**config.mk**
```make
export PLATFORM = sky130hd
export DESIGN_NAME = text_command_pulse_generator_core
export DESIGN_NICKNAME = d
export VERILOG_FILES = /design/src/rtl/tcpg_pkg.sv /design/src/rtl/text_command_pulse_generator_core.sv
export SDC_FILE = /design/constraint.sdc
export NUM_CORES = 1
export LEC_CHECK = 0
export BUFFER_PORTS_ARGS = -buffer_cell sky130_fd_sc_hd__buf_2
export CORE_MARGIN = 3
export CORE_UTILIZATION = 35
export CTS_BUF_LIST = sky130_fd_sc_hd__clkbuf_16
export DETAILED_ROUTE_END_ITERATION = 7
export GPL_ROUTABILITY_DRIVEN = 0
export SYNTH_ARGS = -nofsm -noshare
export SYNTH_HDL_FRONTEND = slang
export SYNTH_SLANG_ARGS = --single-unit
```
**constraint.sdc**
```tcl
create_clock -name i_clk -period 5.6 [get_ports i_clk]
set_input_delay 0.84 -clock i_clk [delete_from_list [all_inputs] [get_ports i_clk]]
set_output_delay 0.84 -clock i_clk [all_outputs]
set_load 0.02 [all_outputs]
```
**src/rtl/tcpg_pkg.sv**
```systemverilog
// Shared constants, types and helpers for the text command pulse generator.
package tcpg_pkg;

    localparam int LINE_LEN  = 12;
    localparam int POS_W     = 4;
    localparam int UNITS_W   = 10;
    localparam int COUNT_W   = 7;
    localparam int PRESC_W   = 20;

    typedef logic [1:0] t_status;
    typedef logic [1:0] t_unit_sel;

    localparam t_status ST_NONE   = 2'd0;
    localparam t_status ST_ACCEPT = 2'd1;
    localparam t_status ST_ERROR  = 2'd2;
    localparam t_status ST_QUERY  = 2'd3;

    localparam t_unit_sel UNIT_SEC  = 2'd0;
    localparam t_unit_sel UNIT_MSEC = 2'd1;
    localparam t_unit_sel UNIT_USEC = 2'd2;

    localparam logic [7:0] CH_G     = 8'h47;  // 'G'
    localparam logic [7:0] CH_QUERY = 8'h3F;  // '?'
    localparam logic [7:0] CH_CR    = 8'h0D;
    localparam logic [7:0] CH_S     = 8'h73;  // 's'
    localparam logic [7:0] CH_M     = 8'h6D;  // 'm'
    localparam logic [7:0] CH_U     = 8'h75;  // 'u'
    localparam logic [7:0] CH_SPACE = 8'h20;
    localparam logic [7:0] CH_0     = 8'h30;
    localparam logic [7:0] CH_9     = 8'h39;

    // ticks per unit; unused code counts as microseconds
    function automatic logic [PRESC_W-1:0] f_unit_ticks(input t_unit_sel sel);
        case (sel)
            UNIT_SEC:  f_unit_ticks = PRESC_W'(1000000);
            UNIT_MSEC: f_unit_ticks = PRESC_W'(1000);
            default:   f_unit_ticks = PRESC_W'(1);
        endcase
    endfunction

endpackage

```
**src/rtl/text_command_pulse_generator_core.sv**
```systemverilog
// Top level of the text command pulse generator: line parser and pulse timer.
//
// One beat in is either a command character (opcode 0) or a one-microsecond
// tick (opcode 1); each produces exactly one result beat carrying the pulse
// pin level, a status code and the busy flag. Characters build a 12-character
// line "DDDUsDDDUsCC" (U is space, m or u for s, ms, us), which a 'G' executes:
// high time, low time and a two-digit pulse count are decoded and the train
// runs on ticks. '?' reports a query, carriage returns are ignored, and
// characters arriving during a train are dropped. Throughput is one beat per
// clock; a beat passes the input register, then one next-state pass that
// writes the result register. The input stalls only while the result
// register is full and the downstream side stalls it.
module text_command_pulse_generator_core
    import tcpg_pkg::*;
(
    input  logic       i_clk,
    input  logic       i_rst_n,
    input  logic       i_in_valid,
    output logic       o_in_stall,
    input  logic       i_opcode,
    input  logic [7:0] i_rx_char,
    output logic       o_out_valid,
    input  logic       i_out_stall,
    output logic       o_pulse_level,
    output t_status    o_status,
    output logic       o_busy_res
);

    typedef enum logic [1:0] {
        PH_IDLE = 2'd0,
        PH_HIGH = 2'd1,
        PH_LOW  = 2'd2
    } t_phase;

    // input register
    logic       r_in_valid;
    logic       r_opcode;
    logic [7:0] r_rx_char;

    // block state
    logic [7:0]         r_line_store [LINE_LEN];
    logic [POS_W-1:0]   r_line_pos,    n_line_pos;
    logic [UNITS_W-1:0] r_high_units,  n_high_units;
    logic [UNITS_W-1:0] r_low_units,   n_low_units;
    t_unit_sel          r_high_sel,    n_high_sel;
    t_unit_sel          r_low_sel,     n_low_sel;
    logic [COUNT_W-1:0] r_pulses_left, n_pulses_left;
    t_phase             r_phase,       n_phase;
    logic [UNITS_W-1:0] r_countdown,   n_countdown;
    logic [PRESC_W-1:0] r_prescaler,   n_prescaler;

    // result register
    logic    r_out_valid;
    logic    r_pulse_level;
    t_status r_status;
    logic    r_busy;

    logic    advance;    // result register free to take the next beat
    logic    proc;       // beat in the input register is processed now
    logic    wr_en;      // store the character at the line position
    logic    do_start;   // begin next pulse (high, low or finish)
    t_status n_status;

    // line decode
    logic               line_ok;
    logic               hu_ok, lu_ok;
    t_unit_sel          hu_sel, lu_sel;
    logic [UNITS_W-1:0] dec_high, dec_low;
    logic [COUNT_W-1:0] dec_count;

    // tick path
    logic [PRESC_W-1:0] tick_len;
    logic [PRESC_W-1:0] presc_inc;
    logic [UNITS_W-1:0] cd_dec;

    assign advance    = !r_out_valid || !i_out_stall;
    assign proc       = r_in_valid && advance;
    assign o_in_stall = r_in_valid && !advance;

    // ------------------------------------------------------------------
    // Line check and decimal decode; fixed positions of the line store
    // ------------------------------------------------------------------
    always_comb begin
        line_ok = 1'b1;
        for (int k = 0; k < LINE_LEN; k++) begin
            if (k != 3 && k != 4 && k != 8 && k != 9) begin
                if (!(r_line_store[k] inside {[CH_0:CH_9]})) begin
                    line_ok = 1'b0;
                end
            end
        end

        hu_ok  = 1'b1;
        hu_sel = UNIT_SEC;
        case (r_line_store[3])
            CH_SPACE: hu_sel = UNIT_SEC;
            CH_M:     hu_sel = UNIT_MSEC;
            CH_U:     hu_sel = UNIT_USEC;
            default:  hu_ok  = 1'b0;
        endcase

        lu_ok  = 1'b1;
        lu_sel = UNIT_SEC;
        case (r_line_store[8])
            CH_SPACE: lu_sel = UNIT_SEC;
            CH_M:     lu_sel = UNIT_MSEC;
            CH_U:     lu_sel = UNIT_USEC;
            default:  lu_ok  = 1'b0;
        endcase

        if (r_line_store[4] != CH_S || r_line_store[9] != CH_S || !hu_ok || !lu_ok) begin
            line_ok = 1'b0;
        end

        // low nibble of an ASCII digit is its value
        dec_high  = UNITS_W'(r_line_store[0][3:0]) * UNITS_W'(100)
                  + UNITS_W'(r_line_store[1][3:0]) * UNITS_W'(10)
                  + UNITS_W'(r_line_store[2][3:0]);
        dec_low   = UNITS_W'(r_line_store[5][3:0]) * UNITS_W'(100)
                  + UNITS_W'(r_line_store[6][3:0]) * UNITS_W'(10)
                  + UNITS_W'(r_line_store[7][3:0]);
        dec_count = COUNT_W'(r_line_store[10][3:0]) * COUNT_W'(10)
                  + COUNT_W'(r_line_store[11][3:0]);
    end

    // ------------------------------------------------------------------
    // Next state for the beat in the input register
    // ------------------------------------------------------------------
    always_comb begin
        n_line_pos    = r_line_pos;
        n_high_units  = r_high_units;
        n_low_units   = r_low_units;
        n_high_sel    = r_high_sel;
        n_low_sel     = r_low_sel;
        n_pulses_left = r_pulses_left;
        n_phase       = r_phase;
        n_countdown   = r_countdown;
        n_prescaler   = r_prescaler;
        n_status      = ST_NONE;
        wr_en         = 1'b0;
        do_start      = 1'b0;

        tick_len  = f_unit_ticks((r_phase == PH_HIGH) ? r_high_sel : r_low_sel);
        presc_inc = r_prescaler + PRESC_W'(1);
        cd_dec    = (r_countdown != '0) ? r_countdown - UNITS_W'(1) : '0;

        if (proc) begin
            if (r_opcode) begin
                // tick
                if (r_phase != PH_HIGH && r_phase != PH_LOW) begin
                    n_phase = PH_IDLE;
                end else if (presc_inc < tick_len) begin
                    n_prescaler = presc_inc;
                end else begin
                    n_prescaler = '0;
                    n_countdown = cd_dec;
                    if (cd_dec == '0) begin
                        if (r_phase == PH_HIGH && r_low_units != '0) begin
                            n_phase     = PH_LOW;
                            n_countdown = r_low_units;
                        end else begin
                            if (r_pulses_left != '0) begin
                                n_pulses_left = r_pulses_left - COUNT_W'(1);
                            end
                            do_start = 1'b1;
                        end
                    end
                end
            end else if (r_phase == PH_IDLE && r_rx_char != CH_CR) begin
                // character
                if (r_rx_char == CH_G) begin
                    n_line_pos = '0;
                    if (r_line_pos == POS_W'(LINE_LEN) && line_ok) begin
                        n_high_units  = dec_high;
                        n_low_units   = dec_low;
                        n_high_sel    = hu_sel;
                        n_low_sel     = lu_sel;
                        n_pulses_left = dec_count;
                        do_start      = 1'b1;
                        n_status      = ST_ACCEPT;
                    end else begin
                        n_status = ST_ERROR;
                    end
                end else if (r_rx_char == CH_QUERY) begin
                    n_line_pos = '0;
                    n_status   = ST_QUERY;
                end else if (r_line_pos >= POS_W'(LINE_LEN)) begin
                    n_line_pos = '0;
                    n_status   = ST_ERROR;
                end else begin
                    wr_en      = 1'b1;
                    n_line_pos = r_line_pos + POS_W'(1);
                end
            end
        end

        // pulse start: high phase, else low phase, else end of train
        if (do_start) begin
            n_prescaler = '0;
            if (n_pulses_left == '0) begin
                n_phase     = PH_IDLE;
                n_countdown = '0;
            end else if (n_high_units != '0) begin
                n_phase     = PH_HIGH;
                n_countdown = n_high_units;
            end else if (n_low_units != '0) begin
                n_phase     = PH_LOW;
                n_countdown = n_low_units;
            end else begin
                n_pulses_left = '0;
                n_phase       = PH_IDLE;
                n_countdown   = '0;
            end
        end
    end

    // ------------------------------------------------------------------
    // Registers: state and result beat
    // ------------------------------------------------------------------
    always_ff @(posedge i_clk) begin
        if (!i_rst_n) begin
            r_in_valid    <= 1'b0;
            r_out_valid   <= 1'b0;
            r_line_pos    <= '0;
            r_high_units  <= '0;
            r_low_units   <= '0;
            r_high_sel    <= UNIT_SEC;
            r_low_sel     <= UNIT_SEC;
            r_pulses_left <= '0;
            r_phase       <= PH_IDLE;
            r_countdown   <= '0;
            r_prescaler   <= '0;
        end else begin
            if (!o_in_stall) begin
                r_in_valid <= i_in_valid;
            end
            if (advance) begin
                r_out_valid <= r_in_valid;
            end
            if (proc) begin
                r_pulse_level <= (n_phase == PH_HIGH);
                r_status      <= n_status;
                r_busy        <= (n_phase != PH_IDLE);
            end
            r_line_pos    <= n_line_pos;
            r_high_units  <= n_high_units;
            r_low_units   <= n_low_units;
            r_high_sel    <= n_high_sel;
            r_low_sel     <= n_low_sel;
            r_pulses_left <= n_pulses_left;
            r_phase       <= n_phase;
            r_countdown   <= n_countdown;
            r_prescaler   <= n_prescaler;
        end
    end

    // payload: input beat, line store
    always_ff @(posedge i_clk) begin
        if (!o_in_stall && i_in_valid) begin
            r_opcode  <= i_opcode;
            r_rx_char <= i_rx_char;
        end
        if (wr_en) begin
            r_line_store[r_line_pos] <= r_rx_char;
        end
    end

    assign o_out_valid   = r_out_valid;
    assign o_pulse_level = r_pulse_level;
    assign o_status      = r_status;
    assign o_busy_res    = r_busy;

    // ------------------------------------------------------------------
    // Assertions
    // ------------------------------------------------------------------
    a_train_count: assert property (@(posedge i_clk) disable iff (!i_rst_n)
        (r_phase != PH_IDLE) == (r_pulses_left != '0))
        else $error("pulse count out of step with phase");

    a_countdown: assert property (@(posedge i_clk) disable iff (!i_rst_n)
        (r_phase != PH_IDLE) == (r_countdown != '0))
        else $error("unit countdown out of step with phase");

    a_line_pos: assert property (@(posedge i_clk) disable iff (!i_rst_n)
        r_line_pos <= POS_W'(LINE_LEN))
        else $error("line position past end of line");

    a_presc_range: assert property (@(posedge i_clk) disable iff (!i_rst_n)
        r_phase != PH_IDLE |-> r_prescaler < tick_len)
        else $error("prescaler past unit length");

    a_status_busy: assert property (@(posedge i_clk) disable iff (!i_rst_n)
        proc && n_status != ST_NONE && n_status != ST_ACCEPT
        |=> r_out_valid && !r_busy)
        else $error("error or query reported during a train");

endmodule

```
==> impl_metrics.json <==
{
  "outcome": "finished clean",
  "io_buffers": 18,
  "path_clk_slew_ns": 0.08,
  "min_to": "r_high_units[3]",
  "cts_tree": "yes",
  "max_cap_violations": 0,
  "fin_nets": 1146,
  "clk_latency_ns": 0.43,
  "io_pins": 19,
  "chipWidth_um": 178,
  "synth_top_area_share": 0.317,
  "crit_chain": "ha_1 -> nand4_1 -> nor3_1 -> and2_1 -> nand2_1 -> nor2_1 -> xor2_1 -> ha_1 -> nor2b_1 -> o21ai_0 -> nand2b_1 -> a21oi_1 -> nand2_1 -> a211o_1 -> or4_4 -> nor4_4 -> buf_4 -> o21ai_1",
  "reg2reg_depth": 18,
  "num_vias": 7612,
  "setup.worst_path.start_class": "register",
  "start_util": 0.357,
  "ys_seq_area_frac": 0.450,
  "relSlewSlack": 0.329,
  "nFillCells": 2815,
  "synth.most_common_cell": "edfxtp_1",
  "syn_area_per_cell_um2": 10.2,
  "min_period_ns": 5.09,
  "cts_max_level": 4,
  "n_antenna_cell": 0,
  "vdd_ir_drop_max_v": 0.000185,
  "timing.rr.end": "o_busy_res",
  "wl_um": 23900,
  "die_h_um": 178,
  "clkSinkCount": 178,
  "groute.usage.overall": 0.155,
  "synth_area_leaders": "edfxtp_1 32%, dfxtp_1 13%, ha_1 10%",
  "detailed_place_hpwl_um": 17300,
  "worst_pin_slew_ns": 0.999,
  "design_area_mm2": 0.0115,
  "utilization": 0.399,
  "grt_max_degree": 33,
  "die-area_mm2": 0.0316,
  "area_delta_synth_final_pct": 11.6,
  "fin_skew_ns": 0.0139,
  "drtIter0Drc": 446,
  "grt_overflow_total": 0,
  "r2r_start": "r_prescaler[0]",
  "yosysWarningCount": 0,
  "clock.fmax_ghz": 0.196,
  "criticalPathCategory": "reg -> reg",
  "grt_pass1_vias": 7384,
  "required_ns": 5.77,
  "drive_gt1_frac": 0.0848,
  "drv_slew": 0,
  "hp-start": "r_high_units[3]",
  "syn_area_mm2": 0.0103,
  "postCtsSetupBuffers": 0,
  "tns_ns": 0,
  "cts_buffers": 17,
  "antenna_found_initial": 0,
  "dpl-instance-area_mm2": 0.0109,
  "ys_ff_latch": 178,
  "root_buffer": "clkbuf_16",
  "cts_resized": 0,
  "synth_commonest_cells": "109 x edfxtp_1, 85 x ha_1, 82 x nor2_1, 80 x nand2_1, 69 x dfxtp_1",
  "fin_hold_ws_ns": 0.483,
  "synth_fp_nets": 1126,
  "min_period_over_period": 0.909,
  "cpPeakStageDelay_ns": 0.51,
  "synth_top_flop_cell": "edfxtp_1",
  "pwr_density_cell_mw_per_mm2": 241,
  "r2r_setup_slack_ns": 0.51,
  "cts_hold_buf": 0,
  "cp_max_fo": 14,
  "wl_per_cell_um": 16.7,
  "hold_viol_final": 0,
  "cellLeakagePower_nw": 4.30,
  "hold_path_depth": 2,
  "synth_edf_count": 109,
  "synth_top_area_cell": "edfxtp_1",
  "netlist_instances": 1016,
  "drc": 0,
  "hp-class": "reg -> reg",
  "async_reset_ff_frac": 0,
  "setup_viol": 0,
  "placeableCoreArea_mm2": 0.0289,
  "end_kind": "register",
  "grt_pass1_wl_um": 39000,
  "first_pass_iters": 5,
  "routed_via_density": 5.31,
  "ant_nets": 0,
  "rows": 62,
  "critPathSlowestCell": "a21oi_1",
  "yosys.cell_types.count": 73,
  "arrival_ns": 5.26,
  "rsz0062_at_grt": "false",
  "clockBufferDepth": 2
}
through the flow:
stage	power (mW)	setup slack [ns]	std cells
after floorplan	1.50	0.941	1016
after global placement	1.54	0.732	1401
after detailed placement	1.54	0.568	1401
after CTS	2.80	0.503	1433
after global routing	2.88	0.00601	1433
final	2.78	0.509	1433
final cells by class:
type                       instances  area, µm²  area share
inverter                          66        248      0.0215
multi-input combinational        742       5330       0.462
timing repair buffer              31        188      0.0163
sequential                       178       4650       0.404
clock buffer                      17        425      0.0369
tap                              384        480      0.0417
clock inverter                    15        204      0.0177
sequential cells by signal, indices dropped and copies added, names as in the netlist, 2 cells and up:
name	cells
r_high_units	10
o_status	2
r_high_sel	2
r_prescaler	20
r_line_pos	4
r_countdown	10
r_rx_char	8
r_low_units	10
r_pulses_left	7
r_line_store	96
r_phase	2
r_low_sel	2
critical path, delay by kind of cell, from the launching register on:
family | cells | cell delay (ns)
and+or+nand+nor | 10 | 2.32
AOI/OAI and AO/OA | 4 | 1.05
adders and majority gates | 2 | 0.55
DFF | 1 | 0.45
buffers and inverters | 1 | 0.24
xor gates and xnor gates | 1 | 0.21
metal layers:
metal	GRT usage	up-vias	part of all wire
met5	0	-	0
met4	0.0386	0	0.014
met3	0.0280	26	0.046
met2	0.255	171	0.47
met1	0.213	3642	0.47
li1	-	3773	-
where the power goes:
part | total [mW] | switching, mW | leakage, nW | internal [mW]
clock | 1.27 | 0.582 | 0.314 | 0.691
combinational | 0.0926 | 0.0588 | 2.45 | 0.0338
sequential | 1.42 | 0.0186 | 1.54 | 1.40
total | 2.78 | 0.659 | 4.30 | 2.12
how the worst max path moves through the flow:
stage | start | endpoint | slack, ns | cells after the start
floorplan | r_prescaler[0] | o_busy_res | 0.94 | 19
global placement | r_prescaler[0] | o_busy_res | 0.73 | 18
detailed placement | r_prescaler[0] | r_countdown[6] | 0.57 | 18
CTS | r_prescaler[0] | r_countdown[4] | 0.50 | 18
global route | r_prescaler[0] | o_pulse_level | 0.006 | 18
finish | r_prescaler[0] | o_busy_res | 0.51 | 18
cell families (layout without fill, tap and decap cells):
family	Yosys count	in the layout	synth area share
muxes	26	26	0.0260
and+or+nand+nor	373	373	0.198
DFF	178	178	0.450
adders and majority gates	97	97	0.126
xor gates and xnor gates	39	39	0.0331
AOI/OAI and AO/OA	207	207	0.130
buffers and inverters	96	129	0.0360
layout by cell type, fill, tap and decap left out, drive strengths merged, types with 17 or more instances in the layout:
cell / netlist / routed
clkbuf: 25 / 17
xnor2: 25 / 25
o21ai: 50 / 50
mux2i: 19 / 19
inv: 66 / 77
buf: 5 / 31
nor4: 18 / 18
nor2: 82 / 82
edfxtp: 109 / 109
nor3: 19 / 19
nor2b: 21 / 21
dfxtp: 69 / 69
ha: 85 / 85
nand2: 80 / 80
a21oi: 64 / 64
nand3: 23 / 23
Power figures use the tool's default switching activity.
